$ cat src/hdl/srb_pkg.sv
package srb_pkg;

    localparam int SAMPLE_W    = 16;
    localparam int CMD_W       = 2;
    localparam int CAP_CFG_W   = 7;
    localparam int COUNT_OUT_W = 6;
    localparam int FREE_W      = 7;
    localparam int MEAN_W      = 16;
    localparam int TDATA_OUT_W = 48;
    localparam int CAP_RESET   = 64;
    localparam int CAP_MIN     = 2;
    localparam int DIV_STEPS   = 2;
    localparam int QUEUE_DEPTH = 2;

    typedef enum logic [CMD_W-1:0] {
        CMD_PUSH  = 2'd0,
        CMD_POP   = 2'd1,
        CMD_QUERY = 2'd2
    } cmd_t;

    typedef enum logic {
        FRONT_IDLE,
        FRONT_EXEC
    } front_state_t;

    typedef enum logic [1:0] {
        BACK_IDLE,
        BACK_DIV,
        BACK_HOLD
    } back_state_t;

endpackage

$ cat src/hdl/sample_ring_buffer_with_mean.sv
// Channel   Dir  Handshake              Payload
// cfg       in   cfg_valid/cfg_ready    cfg_data: capacity
// s_        in   s_tvalid/s_tready      s_tuser: cmd, s_tdata: sample_in
// m_        out  m_tvalid/m_tready      m_tuser: was_empty, m_tdata: result fields
//
// Front end cannot take a new request until the last is done (store read, then
// pointer/sum update), and waits while the queue is full. Back end works a request
// through queue pop, divider steps at 2 quotient bits each and output load, and pops
// no new request until the last result is loaded; the divider sets the sustained rate.
// Reset is synchronous, active low; no clearing pass, store contents are undefined.
// A two-entry queue separates front and back; the output register lets the back
// end finish the next division while a result waits.
module sample_ring_buffer_with_mean #(
    parameter int DEPTH = 64
) (
    input  logic                                aclk,
    input  logic                                aresetn,
    input  logic                                cfg_valid,
    output logic                                cfg_ready,
    input  logic [srb_pkg::CAP_CFG_W-1:0]       cfg_data,
    input  logic                                s_tvalid,
    output logic                                s_tready,
    input  logic [srb_pkg::SAMPLE_W-1:0]        s_tdata,   // [15:0] sample_in
    input  logic [srb_pkg::CMD_W-1:0]           s_tuser,   // [1:0] cmd
    output logic                                m_tvalid,
    input  logic                                m_tready,
    // [15:0] read_data, [21:16] stored_count, [28:22] free_slots, [44:29] mean_value
    output logic [srb_pkg::TDATA_OUT_W-1:0]     m_tdata,
    output logic                                m_tuser    // [0] was_empty
);

    localparam int PTR_W = $clog2(DEPTH);
    localparam int CAP_W = $clog2(DEPTH + 1);
    localparam int SUM_W = srb_pkg::SAMPLE_W + PTR_W;
    localparam int EW    = SUM_W + CAP_W + srb_pkg::FREE_W + 1 + srb_pkg::SAMPLE_W;

    logic          q_push;
    logic          q_full;
    logic [EW-1:0] q_push_data;
    logic          q_pop;
    logic          q_empty;
    logic [EW-1:0] q_pop_data;

    srb_front #(
        .DEPTH (DEPTH),
        .EW    (EW)
    ) u_front (
        .aclk      (aclk),
        .aresetn   (aresetn),
        .cfg_valid (cfg_valid),
        .cfg_ready (cfg_ready),
        .cfg_data  (cfg_data),
        .s_valid   (s_tvalid),
        .s_ready   (s_tready),
        .s_cmd     (s_tuser),
        .s_sample  (s_tdata),
        .q_full    (q_full),
        .q_push    (q_push),
        .q_data    (q_push_data)
    );

    srb_queue #(
        .WIDTH (EW)
    ) u_queue (
        .aclk      (aclk),
        .aresetn   (aresetn),
        .push      (q_push),
        .push_data (q_push_data),
        .full      (q_full),
        .pop       (q_pop),
        .pop_data  (q_pop_data),
        .empty     (q_empty)
    );

    srb_back #(
        .DEPTH (DEPTH),
        .EW    (EW)
    ) u_back (
        .aclk    (aclk),
        .aresetn (aresetn),
        .q_empty (q_empty),
        .q_pop   (q_pop),
        .q_data  (q_pop_data),
        .m_valid (m_tvalid),
        .m_ready (m_tready),
        .m_data  (m_tdata),
        .m_user  (m_tuser)
    );

    a_accept_pushes: assert property (@(posedge aclk) disable iff (!aresetn)
        (s_tvalid && s_tready) |=> q_push)
        else $error("accepted request not forwarded to queue");

    a_push_room: assert property (@(posedge aclk) disable iff (!aresetn)
        q_push |-> !q_full)
        else $error("queue push while full");

    a_pop_data: assert property (@(posedge aclk) disable iff (!aresetn)
        q_pop |-> !q_empty)
        else $error("queue pop while empty");

    a_push_lands: assert property (@(posedge aclk) disable iff (!aresetn)
        q_push |=> !q_empty)
        else $error("queue empty after push");

endmodule

$ cat src/hdl/srb_queue.sv
module srb_queue #(
    parameter int WIDTH = 8
) (
    input  logic             aclk,
    input  logic             aresetn,
    input  logic             push,
    input  logic [WIDTH-1:0] push_data,
    output logic             full,
    input  logic             pop,
    output logic [WIDTH-1:0] pop_data,
    output logic             empty
);

    localparam int QD   = srb_pkg::QUEUE_DEPTH;
    localparam int QP_W = (QD > 1) ? $clog2(QD) : 1;
    localparam int QC_W = $clog2(QD + 1);

    logic [WIDTH-1:0] entry_reg [QD];
    logic [QP_W-1:0]  wr_ptr_reg;
    logic [QP_W-1:0]  rd_ptr_reg;
    logic [QC_W-1:0]  fill_reg;
    logic             do_push;
    logic             do_pop;

    assign full     = (fill_reg == QC_W'(QD));
    assign empty    = (fill_reg == '0);
    assign do_push  = push && !full;
    assign do_pop   = pop && !empty;
    assign pop_data = entry_reg[rd_ptr_reg];

    always_ff @(posedge aclk) begin
        if (!aresetn) begin
            wr_ptr_reg <= '0;
            rd_ptr_reg <= '0;
            fill_reg   <= '0;
        end else begin
            if (do_push) begin
                wr_ptr_reg <= (wr_ptr_reg == QP_W'(QD - 1)) ? '0 : wr_ptr_reg + QP_W'(1);
            end
            if (do_pop) begin
                rd_ptr_reg <= (rd_ptr_reg == QP_W'(QD - 1)) ? '0 : rd_ptr_reg + QP_W'(1);
            end
            if (do_push && !do_pop) begin
                fill_reg <= fill_reg + QC_W'(1);
            end else if (do_pop && !do_push) begin
                fill_reg <= fill_reg - QC_W'(1);
            end
        end
    end

    always_ff @(posedge aclk) begin
        if (do_push) begin
            entry_reg[wr_ptr_reg] <= push_data;
        end
    end

endmodule

$ cat src/hdl/srb_front.sv
module srb_front #(
    parameter int DEPTH = 64,
    parameter int EW    = 8
) (
    input  logic                             aclk,
    input  logic                             aresetn,
    input  logic                             cfg_valid,
    output logic                             cfg_ready,
    input  logic [srb_pkg::CAP_CFG_W-1:0]    cfg_data,
    input  logic                             s_valid,
    output logic                             s_ready,
    input  logic [srb_pkg::CMD_W-1:0]        s_cmd,
    input  logic [srb_pkg::SAMPLE_W-1:0]     s_sample,
    input  logic                             q_full,
    output logic                             q_push,
    output logic [EW-1:0]                    q_data
);

    localparam int PTR_W   = $clog2(DEPTH);
    localparam int CAP_W   = $clog2(DEPTH + 1);
    localparam int CW      = (CAP_W > srb_pkg::CAP_CFG_W) ? CAP_W : srb_pkg::CAP_CFG_W;
    localparam int SUM_W   = srb_pkg::SAMPLE_W + PTR_W;
    localparam int CAP_RST = (DEPTH < srb_pkg::CAP_RESET) ? DEPTH : srb_pkg::CAP_RESET;

    srb_pkg::front_state_t state_reg, state_next;

    logic [srb_pkg::SAMPLE_W-1:0] sample_store [DEPTH];

    logic [CAP_W-1:0]             cap_reg;
    logic [PTR_W-1:0]             wp_reg, wp_next;
    logic [PTR_W-1:0]             rp_reg, rp_next;
    logic [CAP_W-1:0]             cnt_reg, cnt_next;
    logic [SUM_W-1:0]             sum_reg, sum_next;
    srb_pkg::cmd_t                cmd_reg;
    logic [srb_pkg::SAMPLE_W-1:0] sample_reg;
    logic [srb_pkg::SAMPLE_W-1:0] rdat_reg;

    logic                         accept;
    logic                         cfg_write;
    logic                         is_full;
    logic                         is_empty;
    logic [PTR_W-1:0]             wp_adv;
    logic [PTR_W-1:0]             rp_adv;
    logic [srb_pkg::SAMPLE_W-1:0] rd_out;
    logic                         empty_out;
    logic [CW-1:0]                free_wide;
    logic [CW-1:0]                cfg_ext;
    logic [CAP_W-1:0]             cap_clamp;

    function automatic logic [PTR_W-1:0] advance(input logic [PTR_W-1:0] p,
                                                 input logic [CAP_W-1:0] cap);
        logic [CAP_W-1:0] p1;
        p1 = CAP_W'(p) + CAP_W'(1);
        return (p1 >= cap) ? '0 : p1[PTR_W-1:0];
    endfunction

    // next state
    always_comb begin
        state_next = state_reg;
        case (state_reg)
            srb_pkg::FRONT_IDLE: begin
                if (accept) begin
                    state_next = srb_pkg::FRONT_EXEC;
                end
            end
            srb_pkg::FRONT_EXEC: begin
                state_next = srb_pkg::FRONT_IDLE;
            end
            default: begin
                state_next = srb_pkg::FRONT_IDLE;
            end
        endcase
    end

    // outputs
    always_comb begin
        s_ready   = 1'b0;
        cfg_ready = 1'b0;
        q_push    = 1'b0;
        case (state_reg)
            srb_pkg::FRONT_IDLE: begin
                s_ready   = !q_full;
                cfg_ready = 1'b1;
            end
            srb_pkg::FRONT_EXEC: begin
                q_push = 1'b1;
            end
            default: begin
                s_ready = 1'b0;
            end
        endcase
    end

    assign accept    = s_valid && s_ready;
    assign cfg_write = cfg_valid && cfg_ready;

    assign cfg_ext = CW'(cfg_data);
    always_comb begin
        if (cfg_ext < CW'(srb_pkg::CAP_MIN)) begin
            cap_clamp = CAP_W'(srb_pkg::CAP_MIN);
        end else if (cfg_ext > CW'(DEPTH)) begin
            cap_clamp = CAP_W'(DEPTH);
        end else begin
            cap_clamp = cfg_ext[CAP_W-1:0];
        end
    end

    assign is_full  = (cnt_reg == cap_reg - CAP_W'(1));
    assign is_empty = (cnt_reg == '0);
    assign wp_adv   = advance(wp_reg, cap_reg);
    assign rp_adv   = advance(rp_reg, cap_reg);

    always_comb begin
        wp_next   = wp_reg;
        rp_next   = rp_reg;
        cnt_next  = cnt_reg;
        sum_next  = sum_reg;
        rd_out    = '0;
        empty_out = 1'b0;
        case (cmd_reg)
            srb_pkg::CMD_PUSH: begin
                wp_next  = wp_adv;
                sum_next = sum_reg + SUM_W'(sample_reg)
                         - (is_full ? SUM_W'(rdat_reg) : SUM_W'(0));
                if (is_full) begin
                    rp_next = rp_adv;
                end else begin
                    cnt_next = cnt_reg + CAP_W'(1);
                end
            end
            srb_pkg::CMD_POP: begin
                if (is_empty) begin
                    empty_out = 1'b1;
                end else begin
                    rd_out   = rdat_reg;
                    sum_next = sum_reg - SUM_W'(rdat_reg);
                    rp_next  = rp_adv;
                    cnt_next = cnt_reg - CAP_W'(1);
                end
            end
            default: begin
                rd_out = '0;
            end
        endcase
    end

    assign free_wide = CW'(cap_reg) - CW'(cnt_next);
    assign q_data    = {rd_out, empty_out, free_wide[srb_pkg::FREE_W-1:0], cnt_next, sum_next};

    always_ff @(posedge aclk) begin
        if (!aresetn) begin
            state_reg <= srb_pkg::FRONT_IDLE;
            cap_reg   <= CAP_W'(CAP_RST);
            wp_reg    <= '0;
            rp_reg    <= '0;
            cnt_reg   <= '0;
            sum_reg   <= '0;
        end else begin
            state_reg <= state_next;
            if (cfg_write) begin
                cap_reg <= cap_clamp;
                wp_reg  <= '0;
                rp_reg  <= '0;
                cnt_reg <= '0;
                sum_reg <= '0;
            end else if (state_reg == srb_pkg::FRONT_EXEC) begin
                wp_reg  <= wp_next;
                rp_reg  <= rp_next;
                cnt_reg <= cnt_next;
                sum_reg <= sum_next;
            end
        end
    end

    always_ff @(posedge aclk) begin
        if (accept) begin
            cmd_reg    <= srb_pkg::cmd_t'(s_cmd);
            sample_reg <= s_sample;
        end
    end

    // sample store: write on push, oldest entry read on every request
    always_ff @(posedge aclk) begin
        if (accept) begin
            if (s_cmd == srb_pkg::CMD_PUSH) begin
                sample_store[wp_reg] <= s_sample;
            end
            rdat_reg <= sample_store[rp_reg];
        end
    end

endmodule

$ cat src/hdl/srb_back.sv
module srb_back #(
    parameter int DEPTH = 64,
    parameter int EW    = 8
) (
    input  logic                               aclk,
    input  logic                               aresetn,
    input  logic                               q_empty,
    output logic                               q_pop,
    input  logic [EW-1:0]                      q_data,
    output logic                               m_valid,
    input  logic                               m_ready,
    output logic [srb_pkg::TDATA_OUT_W-1:0]    m_data,
    output logic                               m_user
);

    localparam int PTR_W  = $clog2(DEPTH);
    localparam int CAP_W  = $clog2(DEPTH + 1);
    localparam int SUM_W  = srb_pkg::SAMPLE_W + PTR_W;
    localparam int R_W    = CAP_W + 1;
    localparam int CNT_XW = (CAP_W > srb_pkg::COUNT_OUT_W) ? CAP_W : srb_pkg::COUNT_OUT_W;
    localparam int ITERS  = srb_pkg::MEAN_W / srb_pkg::DIV_STEPS;
    localparam int ITER_W = $clog2(ITERS);
    localparam int PAD_W  = srb_pkg::TDATA_OUT_W - 2 * srb_pkg::MEAN_W
                          - srb_pkg::COUNT_OUT_W - srb_pkg::FREE_W;
    localparam int O_CNT  = SUM_W;
    localparam int O_FREE = O_CNT + CAP_W;
    localparam int O_EMP  = O_FREE + srb_pkg::FREE_W;
    localparam int O_RD   = O_EMP + 1;

    srb_pkg::back_state_t state_reg, state_next;

    logic [ITER_W-1:0]              step_reg;
    logic [R_W-1:0]                 rem_reg;
    logic [srb_pkg::MEAN_W-1:0]     qd_reg;
    logic [CAP_W-1:0]               div_reg;
    logic [srb_pkg::SAMPLE_W-1:0]   rd_reg;
    logic                           empty_reg;
    logic [srb_pkg::FREE_W-1:0]     free_reg;
    logic                           m_valid_reg;
    logic [srb_pkg::TDATA_OUT_W-1:0] m_data_reg;
    logic                           m_user_reg;

    logic [SUM_W-1:0]               in_sum;
    logic [R_W-1:0]                 rem_chain [srb_pkg::DIV_STEPS+1];
    logic [R_W-1:0]                 rem_shift [srb_pkg::DIV_STEPS];
    logic [srb_pkg::MEAN_W-1:0]     qd_chain  [srb_pkg::DIV_STEPS+1];
    logic                           load_out;
    logic [srb_pkg::MEAN_W-1:0]     mean;
    logic [CNT_XW-1:0]              cnt_wide;

    assign in_sum = q_data[SUM_W-1:0];

    // next state
    always_comb begin
        state_next = state_reg;
        case (state_reg)
            srb_pkg::BACK_IDLE: begin
                if (!q_empty) begin
                    state_next = srb_pkg::BACK_DIV;
                end
            end
            srb_pkg::BACK_DIV: begin
                if (step_reg == ITER_W'(ITERS - 1)) begin
                    state_next = srb_pkg::BACK_HOLD;
                end
            end
            srb_pkg::BACK_HOLD: begin
                if (!m_valid_reg || m_ready) begin
                    state_next = srb_pkg::BACK_IDLE;
                end
            end
            default: begin
                state_next = srb_pkg::BACK_IDLE;
            end
        endcase
    end

    // outputs
    always_comb begin
        q_pop    = 1'b0;
        load_out = 1'b0;
        case (state_reg)
            srb_pkg::BACK_IDLE: begin
                q_pop = !q_empty;
            end
            srb_pkg::BACK_HOLD: begin
                load_out = !m_valid_reg || m_ready;
            end
            default: begin
                q_pop = 1'b0;
            end
        endcase
    end

    // restoring divide, DIV_STEPS quotient bits a cycle
    always_comb begin
        rem_chain[0] = rem_reg;
        qd_chain[0]  = qd_reg;
        for (int i = 0; i < srb_pkg::DIV_STEPS; i++) begin
            rem_shift[i] = {rem_chain[i][R_W-2:0], qd_chain[i][srb_pkg::MEAN_W-1]};
            if (rem_shift[i] >= R_W'(div_reg)) begin
                rem_chain[i+1] = rem_shift[i] - R_W'(div_reg);
                qd_chain[i+1]  = {qd_chain[i][srb_pkg::MEAN_W-2:0], 1'b1};
            end else begin
                rem_chain[i+1] = rem_shift[i];
                qd_chain[i+1]  = {qd_chain[i][srb_pkg::MEAN_W-2:0], 1'b0};
            end
        end
    end

    assign mean     = (div_reg == '0) ? '0 : qd_reg;
    assign cnt_wide = CNT_XW'(div_reg);

    always_ff @(posedge aclk) begin
        if (!aresetn) begin
            state_reg   <= srb_pkg::BACK_IDLE;
            step_reg    <= '0;
            m_valid_reg <= 1'b0;
        end else begin
            state_reg <= state_next;
            if (q_pop) begin
                step_reg <= '0;
            end else if (state_reg == srb_pkg::BACK_DIV) begin
                step_reg <= step_reg + ITER_W'(1);
            end
            if (load_out) begin
                m_valid_reg <= 1'b1;
            end else if (m_ready) begin
                m_valid_reg <= 1'b0;
            end
        end
    end

    always_ff @(posedge aclk) begin
        if (q_pop) begin
            rem_reg   <= R_W'(in_sum[SUM_W-1:srb_pkg::MEAN_W]);
            qd_reg    <= in_sum[srb_pkg::MEAN_W-1:0];
            div_reg   <= q_data[O_CNT +: CAP_W];
            free_reg  <= q_data[O_FREE +: srb_pkg::FREE_W];
            empty_reg <= q_data[O_EMP];
            rd_reg    <= q_data[O_RD +: srb_pkg::SAMPLE_W];
        end else if (state_reg == srb_pkg::BACK_DIV) begin
            rem_reg <= rem_chain[srb_pkg::DIV_STEPS];
            qd_reg  <= qd_chain[srb_pkg::DIV_STEPS];
        end
        if (load_out) begin
            m_data_reg <= {PAD_W'(0), mean, free_reg,
                           cnt_wide[srb_pkg::COUNT_OUT_W-1:0], rd_reg};
            m_user_reg <= empty_reg;
        end
    end

    assign m_valid = m_valid_reg;
    assign m_data  = m_data_reg;
    assign m_user  = m_user_reg;

endmodule
$ cat config.mk
export PLATFORM = sky130hd
export DESIGN_NAME = sample_ring_buffer_with_mean
export DESIGN_NICKNAME = d
export VERILOG_FILES = /design/src/hdl/srb_pkg.sv /design/src/hdl/sample_ring_buffer_with_mean.sv /design/src/hdl/srb_queue.sv /design/src/hdl/srb_front.sv /design/src/hdl/srb_back.sv
export SDC_FILE = /design/constraint.sdc
export NUM_CORES = 1
export LEC_CHECK = 0
export ABC_AREA = 1
export BUFFER_PORTS_ARGS = -buffer_cell sky130_fd_sc_hd__buf_2
export CAP_MARGIN = 20
export CORE_MARGIN = 2
export CORE_UTILIZATION = 49
export DETAILED_ROUTE_END_ITERATION = 10
export PLACE_DENSITY_LB_ADDON = 0.2
export SLEW_MARGIN = 20
export SYNTH_ARGS = -nofsm -noshare
export SYNTH_HDL_FRONTEND = slang
export SYNTH_SLANG_ARGS = --single-unit
$ cat constraint.sdc
create_clock -name aclk -period 10.3 [get_ports aclk]
set_input_delay 2.06 -clock aclk [delete_from_list [all_inputs] [get_ports aclk]]
set_output_delay 2.06 -clock aclk [all_outputs]
set_load 0.005 [all_outputs]
==> Word level (Yosys, flattened, before mapping) <==
Memory sizes are Yosys's and may differ from the RTL's. A register that Yosys moved wholly into a read port is not among the register bits.
Cells that the tools add are included.
{ "totals": {"out_inout_bits": 52, "input_bits": 30, "ramBits": 1130, "word_cells": 137, "mem_count": 2, "regBits": 177} }
{ "classes": {"addsub": 16, "n_lt_le_gt_ge": 6, "n_reduce_logical": 27, "n_mux": 49, "bitwise": 2, "n_eq_ne": 11} }
{ "memory_table": {"columns": ["name", "depth", "word_bits", "read_ports", "rd_clocked_by_memory_dff", "write_ports", "line", "source"], "rows": [
  ["u_front.sample_store", 64, 16, 1, 1, 1, "srb_front.sv:27", "logic [srb_pkg::SAMPLE_W-1:0] sample_store [DEPTH];"],
  ["u_queue.entry_reg", 2, 53, 1, 1, 1, "srb_queue.sv:18", "logic [WIDTH-1:0] entry_reg [QD];"]
]} }
{ "op_table": {"columns": ["operator", "count"], "rows": [
  ["16-bit two-way mux", 5],
  ["22-bit case mux with 2 select lines", 1],
  ["7-bit two-way mux", 6],
  ["6-bit two-way mux", 6],
  ["22-bit by 16-bit adder with 22-bit output", 1],
  ["22-bit two-way mux", 1],
  ["22-bit by 16-bit subtractor with 22-bit output", 1],
  ["22-bit subtractor", 1],
  ["1-bit two-way mux", 21],
  ["7-bit subtractor", 3],
  ["8-bit by 7-bit >= comparator with 1-bit output", 2],
  ["6-bit by 1-bit adder with 7-bit output (second input constant)", 2],
  ["7-bit >= comparator", 2],
  ["7-bit logical NOT", 2],
  ["7-bit case mux with 2 select lines", 1],
  ["7-bit by 1-bit subtractor with 7-bit output (second input constant)", 2],
  ["6-bit case mux with 2 select lines", 1],
  ["2-bit two-way mux", 5],
  ["2-bit logical NOT", 4],
  ["2-bit nonzero test", 4],
  ["7-bit by 1-bit adder with 7-bit output (second input constant)", 1],
  ["7-bit == test", 1],
  ["7-bit > comparator (second input constant)", 1],
  ["7-bit by 2-bit < comparator with 1-bit output (second input constant)", 1],
  ["other kinds (19)", 36]
]} }

==> Longest topological paths before layout <==
Gate-level depths: netlist (run 1).
{ "depth": {"word_depth": 7, "mapped_depth": 31, "mapped_depth_nobuf": 30} }

==> Hierarchy <==
From an unflattened synthesis (run 1), not the netlist that was laid out.
{ "hier_totals": {"hier_cells": 4569, "area_unflattened_um2": 56575.5} }
{ "by_module_without_submodules": {"columns": ["mod", "instances", "cells_each", "seq_area_each_um2", "area_per_inst_um2"], "rows": [
  ["srb_front", 1, 3984, 32751.4, 47649.4],
  ["srb_back", 1, 382, 3113.0, 4601.9],
  ["srb_queue", 1, 203, 3283.1, 4324.1]
]} }

==> Worst setup path before layout (run 1) <==
Ideal clock, no wire load.
{ "synth_path": {"path_kind": "input to register", "start": "in m_tready", "end": "reg u_back.m_data_reg, in the netlist u_back.m_data[0], enable pin", "slack_ns": 4.542, "arrival_ns": 5.251, "stages": 2, "path_cell_list": "nor2_1 nor3_1"} }
{ "synth_between": {"elab_chain_len": 2} }
{ "synth_rtl": {"columns": ["element", "line", "source"], "rows": [
  ["start, declared", "sample_ring_buffer_with_mean.sv:26", "input logic m_tready,"],
  ["1-bit logical OR", "srb_back.sv:87", "load_out = !m_valid_reg || m_ready;"],
  ["1-bit two-way mux", "srb_back.sv:82", "case (state_reg)"],
  ["named net u_back.load_out", "srb_back.sv:47", "logic load_out;"],
  ["end signal, assigned", "srb_back.sv:147", "m_data_reg <= {PAD_W'(0), mean, free_reg,"],
  ["end, declared", "srb_back.sv:40", "logic [srb_pkg::TDATA_OUT_W-1:0] m_data_reg;"]
]} }
The timed path passes the listed nets, and every way through them passes these cells.
A chain may end at the register's enable or synchronous reset.

==> Worst setup path in the final report (run 1) <==
{ "layout_path": {"start": "reg u_front.cap_reg[0]", "end": "mem u_queue.entry_reg[0][14] (netlist bit) (data pin)"} }
{ "layout_between": {"elab_chain_len": 5} }
{ "layout_rtl": {"columns": ["element", "line", "source"], "rows": [
  ["start, declared", "srb_front.sv:29", "logic [CAP_W-1:0] cap_reg;"],
  ["start signal, assigned", "srb_front.sv:153", "cap_reg <= CAP_W'(CAP_RST);"],
  ["start signal, assigned", "srb_front.sv:161", "cap_reg <= cap_clamp;"],
  ["7-bit by 1-bit subtractor with 7-bit output", "srb_front.sv:108", "assign is_full = (cnt_reg == cap_reg - CAP_W'(1));"],
  ["7-bit == test", "srb_front.sv:108", null],
  ["16-bit two-way mux", "srb_front.sv:124", "- (is_full ? SUM_W'(rdat_reg) : SUM_W'(0));"],
  ["22-bit subtractor", "srb_front.sv:124", null],
  ["22-bit case mux with 2 select lines", "srb_front.sv:120", "case (cmd_reg)"],
  ["named net q_push_data[14]", "sample_ring_buffer_with_mean.sv:39", "logic [EW-1:0] q_push_data;"],
  ["end, declared", "srb_queue.sv:18", null]
]} }
The timed path passes the listed nets, and every way through them passes these cells.

==> results.py, run 1 <==
metrics = {
    "clock_network": {
        "clk_latency_ns": 0.75,
        "post_cts_buffers": 0,
        "cts_tree": "yes",
        "numCtsBuffers": 139,
        "cts_resized": 0,
        "ctsHoldBuffers": 0,
        "clock_path_buffers": 3,
        "clk_pin_slew_worst_paths_ns": 0.06,
        "h-tree-depth": 4,
        "cts_root_buffer": "clkbuf_16",
        "cts.sinks": 1324,
    },
    "worst_setup_path": {
        "required_ns": 10.73,
        "end_kind": "register",
        "cp.arrival_ns": 5.06,
        "cp-start-kind": "register",
        "path_max_fanout": 25,
        "critPathKind": "reg2reg",
    },
    "global_routing": {
        "grt_usage_pct": 25.0,
        "grt_overflow": 0,
        "first_global_vias": 34700,
        "antenna_found_initial": 1,
        "grt_max_degree": 234,
        "grt_pass1_wl_um": 219000,
    },
    "logic_synthesis": {
        "async_flop_share_pct": 0,
        "ys_types": 54,
        "synth_area_per_cell_um2": 12.1,
        "yosysTopAreaCellShare_pct": 67.7,
        "synth_edf_count": 1263,
        "syn_inst": 4645,
        "synthFlopType": "edfxtp_1",
        "ys_seq_area_share_pct": 69.8,
        "yosysTopAreaCell": "edfxtp_1",
        "ys_warn_count": 0,
        "synthTopCellsByArea": "edfxtp_1 68%, o21ai_0 5.0%, nor2_1 4.8%",
        "ys_seq_elements": 1324,
        "netlist_area_um2": 56100,
    },
    "floorplanning": {
        "start_util_pct": 49.2,
        "row_count": 124,
        "die_h_um": 342,
        "die_w_um": 342,
        "die_area_um2": 117000,
        "num_io_pins": 82,
        "core_um2": 114000,
    },
    "sta": {
        "worst_slack_ns": 5.67,
        "rsz0062_at_grt": "false",
        "setup_viol": 0,
        "worst_pin_slew_ns": 1.17,
        "fin_skew_ns": 0.0320,
        "slew_violations": 0,
        "setup_tns_ns": 0,
        "period_needed_ns": 4.63,
        "whs_ns": 0.398,
        "finalCritPeriodShare_pct": 44.9,
        "hold_viol_final": 0,
        "fmax_mhz": 216,
        "max_slew_margin_pct": 22.1,
    },
    "drt": {
        "drt_iter0_drc": 3835,
        "vias_per_cell": 5.81,
        "dr_total_vias": 36800,
        "wl_per_cell_um": 23.3,
        "wirelength_um": 148000,
        "dr.pass1.iters": 8,
        "drc": 0,
        "antenna_left": 0,
    },
    "placed_design": {
        "placed_area_um2": 58100,
        "port_buffers": 78,
        "place_ws_ns": 5.23,
        "gp_congestion": 0.934,
        "dp_cells": 6087,
        "dp_hpwl_um": 86200,
    },
    "final_layout": {
        "finish.utilization_pct": 54.9,
        "area_delta_synth_final_pct": 11.5,
        "finalNonFillerCells": 6340,
        "final_layout_size_suffix_gt1_share_pct": 9.26,
        "final_cell_mix": "1263 x edfxtp_1, 722 x nor2_1, 555 x o21ai_0, 494 x nand2_1, 262 x inv_1",
        "largest_reg_flops": 1024,
        "final_common_cell": "edfxtp_1",
        "fin_nets": 4850,
        "fin_area_um2": 62500,
    },
    "pwr": {
        "powerDensity_nw_per_um2": 213,
        "total_power_mw": 13.3,
        "ir_drop_uv": 180,
        "power.leakage_nw": 21.9,
    },
    "worst_hold_path": {
        "hp-class": "reg2reg",
    },
    "run": {
        "cap_violations": 0,
    },
    "run_status": {
        "status": "finished clean",
    },
}
[area by class of cell]
type,instances,area [um2]
tap,1512,1890
timing repair buffer,193,1270
antenna,1,2.50
inverter,279,1070
clock buffer,164,3650
sequential,1324,39200
fill,9456,51300
clock inverter,88,746
multi-input combinational,2779,14700
[synthesized netlist by cell type (84+ instances only)]
cell type / number
o22ai_1: 129
ha_1: 84
a21oi_1: 112
o221ai_1: 129
nand2_1: 494
o21ai_0: 555
edfxtp_1: 1263
nor2_1: 724
clkbuf_1: 178
inv_1: 266
o211ai_1: 139
nand3_1: 216
[layer usage]
metal / track usage, % / vias up / share of wire [%]
li1: - / 17100 / -
met1: 35.5 / 18000 / 43
met2: 39.1 / 1464 / 46
met3: 3.87 / 246 / 7.5
met4: 9.09 / 0 / 3.4
met5: 0 / - / 0
[logic make-up after synthesis]
| group | Yosys count | share of synthesized area (%) |
|---|---|---|
| fa+ha+maj | 104 | 2.59 |
| other cells | 1 | 0.00669 |
| buf+inv | 544 | 3.95 |
| mux | 1 | 0.0179 |
| xor+xnor | 25 | 0.391 |
| simple gates | 1509 | 11.0 |
| flops | 1324 | 69.8 |
| compound gates | 1137 | 12.2 |
[final timing paths]
kind | from | to | slack, ns | cells after the start
worst min register to register | u_back.free_reg[0] | u_back.m_data[22] | 0.40 | 0
worst max register to register | u_front.cap_reg[0] | u_queue.entry_reg[0][14] | 5.67 | 27
worst min-delay path | u_back.free_reg[0] | u_back.m_data[22] | 0.40 | 0
worst max-delay path | u_front.cap_reg[0] | u_queue.entry_reg[0][14] | 5.67 | 27
[power breakdown]
group	switching (mW)	internal [mW]
sequential	0.101	6.27
clock	2.06	2.82
combinational	1.44	0.641
total	3.60	9.72
[worst max-delay path, cell delays in order, from the launching register on]
cell	delay, ns
dfxtp_1	0.43
inv_1	0.16
ha_1	0.31
inv_1	0.10
nand2_1	0.05
nand3_1	0.08
nand2_1	0.06
nor2_1	0.09
nand2_1	0.09
nor2_4	0.16
nand2_4	0.21
nor2_1	0.15
ha_1	0.24
inv_1	0.06
ha_1	0.16
inv_1	0.06
fa_1	0.45
inv_1	0.10
nand2_1	0.07
o21ai_0	0.44
nand2_1	0.09
nand2_1	0.14
nand3_1	0.11
nand2_1	0.09
nand2_1	0.05
nand3_1	0.07
o21ai_1	0.10
o21bai_1	0.19
Note: power is estimated with default switching activity, not from simulation.
==> run 2: changes to the inputs <==
Clock period 10.3 ns to 4.6 ns, I/O delays scaled along.
==> run 2 against run 1 <==
  * Hold slack worse by 0.0020 ns
  * Critical path type unchanged
  * Clock power up 120%
  * Count of clock-buffer cells in the layout up 5
  * Global-route usage is 0.18 points higher
  * Highest routed layer is now met5
  * Maximum frequency is 8.6% higher
==> results.py, run 2 (same netlist as run 1, synthesis figures left out) <==
metrics = {
    "pwr": {
        "powerDensity_nw_per_um2": 473,
        "power.leakage_nw": 22.0,
        "ir_drop_uv": 370,
    },
    "final_layout": {
        "fillers": 9502,
        "final_layout_size_suffix_gt1_share_pct": 9.45,
        "final_common_cell": "edfxtp_1",
        "fin_area_um2": 62800,
        "final_cell_mix": "1263 x edfxtp_1, 722 x nor2_1, 554 x o21ai_0, 494 x nand2_1, 263 x inv_1",
        "fin_nets": 4871,
        "largest_reg_flops": 1024,
        "area_delta_synth_final_pct": 11.9,
        "n_antenna_cell": 0,
    },
    "sta": {
        "hold_viol_final": 0,
        "setup_viol": 0,
        "slew_violations": 0,
        "max_slew_margin_pct": 28.0,
        "fmax_mhz": 235,
        "fin_skew_ns": 0.0246,
        "worst_pin_slew_ns": 1.08,
        "period_needed_ns": 4.26,
        "finalCritPeriodShare_pct": 92.7,
        "whs_ns": 0.396,
    },
    "clock_network": {
        "clock_path_buffers": 3,
        "h-tree-depth": 4,
        "numCtsBuffers": 139,
        "cts.sinks": 1324,
        "cts_tree": "yes",
        "clk_latency_ns": 0.75,
        "post_cts_buffers": 0,
        "clk_pin_slew_worst_paths_ns": 0.06,
        "cts_root_buffer": "clkbuf_16",
    },
    "worst_setup_path": {
        "cp.arrival_ns": 4.72,
        "regToRegSetupSlack_ns": 0.34,
        "cp-start-kind": "register",
        "crit_cells": 25,
        "reg2reg_from": "u_front.cap_reg[1]",
        "path_max_fanout": 14,
        "end_kind": "register",
        "cp_num_buf_inv": 5,
        "required_ns": 5.06,
        "crit_top_cell": "nand2_1",
        "ff2ff_path_depth": 25,
        "crit_path_end": "u_queue.entry_reg[0][11]",
        "critPathSlowestCell": "fa_1",
        "cpPeakStageDelay_ns": 0.48,
        "r2r-end": "u_queue.entry_reg[0][11]",
        "path_delay_family": "simple AND/OR/NAND/NOR gates",
        "critPathKind": "reg2reg",
        "critical_path.startpoint": "u_front.cap_reg[1]",
    },
    "drt": {
        "dr.pass1.iters": 6,
        "antenna_left": 0,
        "vias_per_cell": 5.82,
        "wl_per_cell_um": 23.4,
        "dr_total_vias": 37000,
        "drc": 0,
        "drt_iter0_drc": 3852,
        "wirelength_um": 149000,
    },
    "placed_design": {
        "gp_congestion": 0.934,
        "placed_area_um2": 58400,
        "port_buffers": 78,
        "dp_hpwl_um": 88900,
    },
    "worst_hold_path": {
        "hp-class": "in2reg",
    },
    "global_routing": {
        "antenna_found_initial": 3,
        "grt_pass1_wl_um": 221000,
        "grt_usage_pct": 25.1,
        "grt_overflow": 0,
        "first_global_vias": 34800,
        "grt_max_degree": 216,
    },
    "run_status": {
        "status": "finished clean",
    },
    "run": {
        "cap_violations": 0,
    },
    "floorplanning": {
        "die_area_um2": 117000,
        "start_util_pct": 49.2,
        "num_io_pins": 82,
        "die_w_um": 342,
        "row_count": 124,
        "die_h_um": 342,
        "core_um2": 114000,
    },
}
[run 2: cell count changes in the layout (fill, tap and decap cells not counted), moves of 2 or more]
cell,previous run,this run
clkinvlp_4,5,3
clkbuf_8,4,0
inv_6,10,8
buf_4,114,125
clkinv_8,0,5
clkbuf_1,19,28
buf_12,1,11
clkinv_2,30,22
bufinv_16,11,8
[run 2: worst min-delay path by stage]
stage	startpoint	end	slack [ns]	cells past startpoint
finish	s_tuser[0]	u_front.cmd_reg[0]	0.40	1
floorplan	u_back.rd_reg[0]	u_back.m_data[0]	0.40	0
detailed placement	u_back.rd_reg[0]	u_back.m_data[0]	0.41	0
global route	s_tuser[0]	u_front.cmd_reg[0]	0.38	1
global placement	u_back.free_reg[0]	u_back.m_data[22]	0.40	0
CTS	s_tuser[0]	u_front.cmd_reg[0]	0.35	1
[run 2: area by class of cell]
cell class                 count  area, um2  area share [%]
clock buffer                 169       3630            5.79
clock inverter                79        694            1.11
inverter                     279       1070            1.70
multi-input combinational   2779      14800            23.5
sequential                  1324      39200            62.4
tap                         1512       1890            3.01
timing repair buffer         214       1550            2.47
[run 2: metrics by stage]
stage	TNS (ns)	total power [mW]	setup slack, ns	utilization [%]	cells
detailed placement	0	19.2	0.211	51.3	6108
global route	-0.00256	31.0	-0.00137	55.1	6356
finish	0	29.7	0.336	55.1	6356
CTS	0	29.9	0.219	55.1	6356
global placement	0	19.1	0.305	51.3	6108
floorplan	0	17.7	0.733	-	4647
[run 2: power by group]
group | switching (mW) | internal (mW)
clock | 4.64 | 6.10
combinational | 3.25 | 1.45
sequential | 0.219 | 14.0
[run 2: what timing repair did]
item,4_1_cts,5_1_grt
hold buffers,0,0
endpoints found under the setup margin,0,21
resized for setup,0,3
[run 2: metal layers]
metal  vias up  global-route usage (%)  part of all wire [%]  wire length, um
met3       229                    3.99                   7.1            10600
met1     18300                    35.5                    43            63900
li1      17100                       -                     -                -
met2      1352                    39.8                    47            69800
met4         4                    8.80                   3.0             4530
met5         -                       0                 0.017               25
[run 2: worst reg2reg max path, cell delays in order, from the launching register on]
cell      delay [ns]
dfxtp_1         0.32
inv_1           0.16
ha_2            0.29
inv_1           0.07
nand2_1         0.06
nand3_1         0.08
nand2_1         0.07
nor2_1          0.04
nand2_1         0.09
nor2_4          0.06
nand2_4         0.16
buf_4           0.27
nor2_1          0.09
fa_1            0.48
inv_1           0.04
ha_1            0.36
nand2_1         0.15
nor2_1          0.22
inv_1           0.08
nor3_1          0.22
nand2_1         0.12
nand2_1         0.09
nand2_1         0.05
nand3_1         0.12
nand3_1         0.12
o21bai_1        0.19
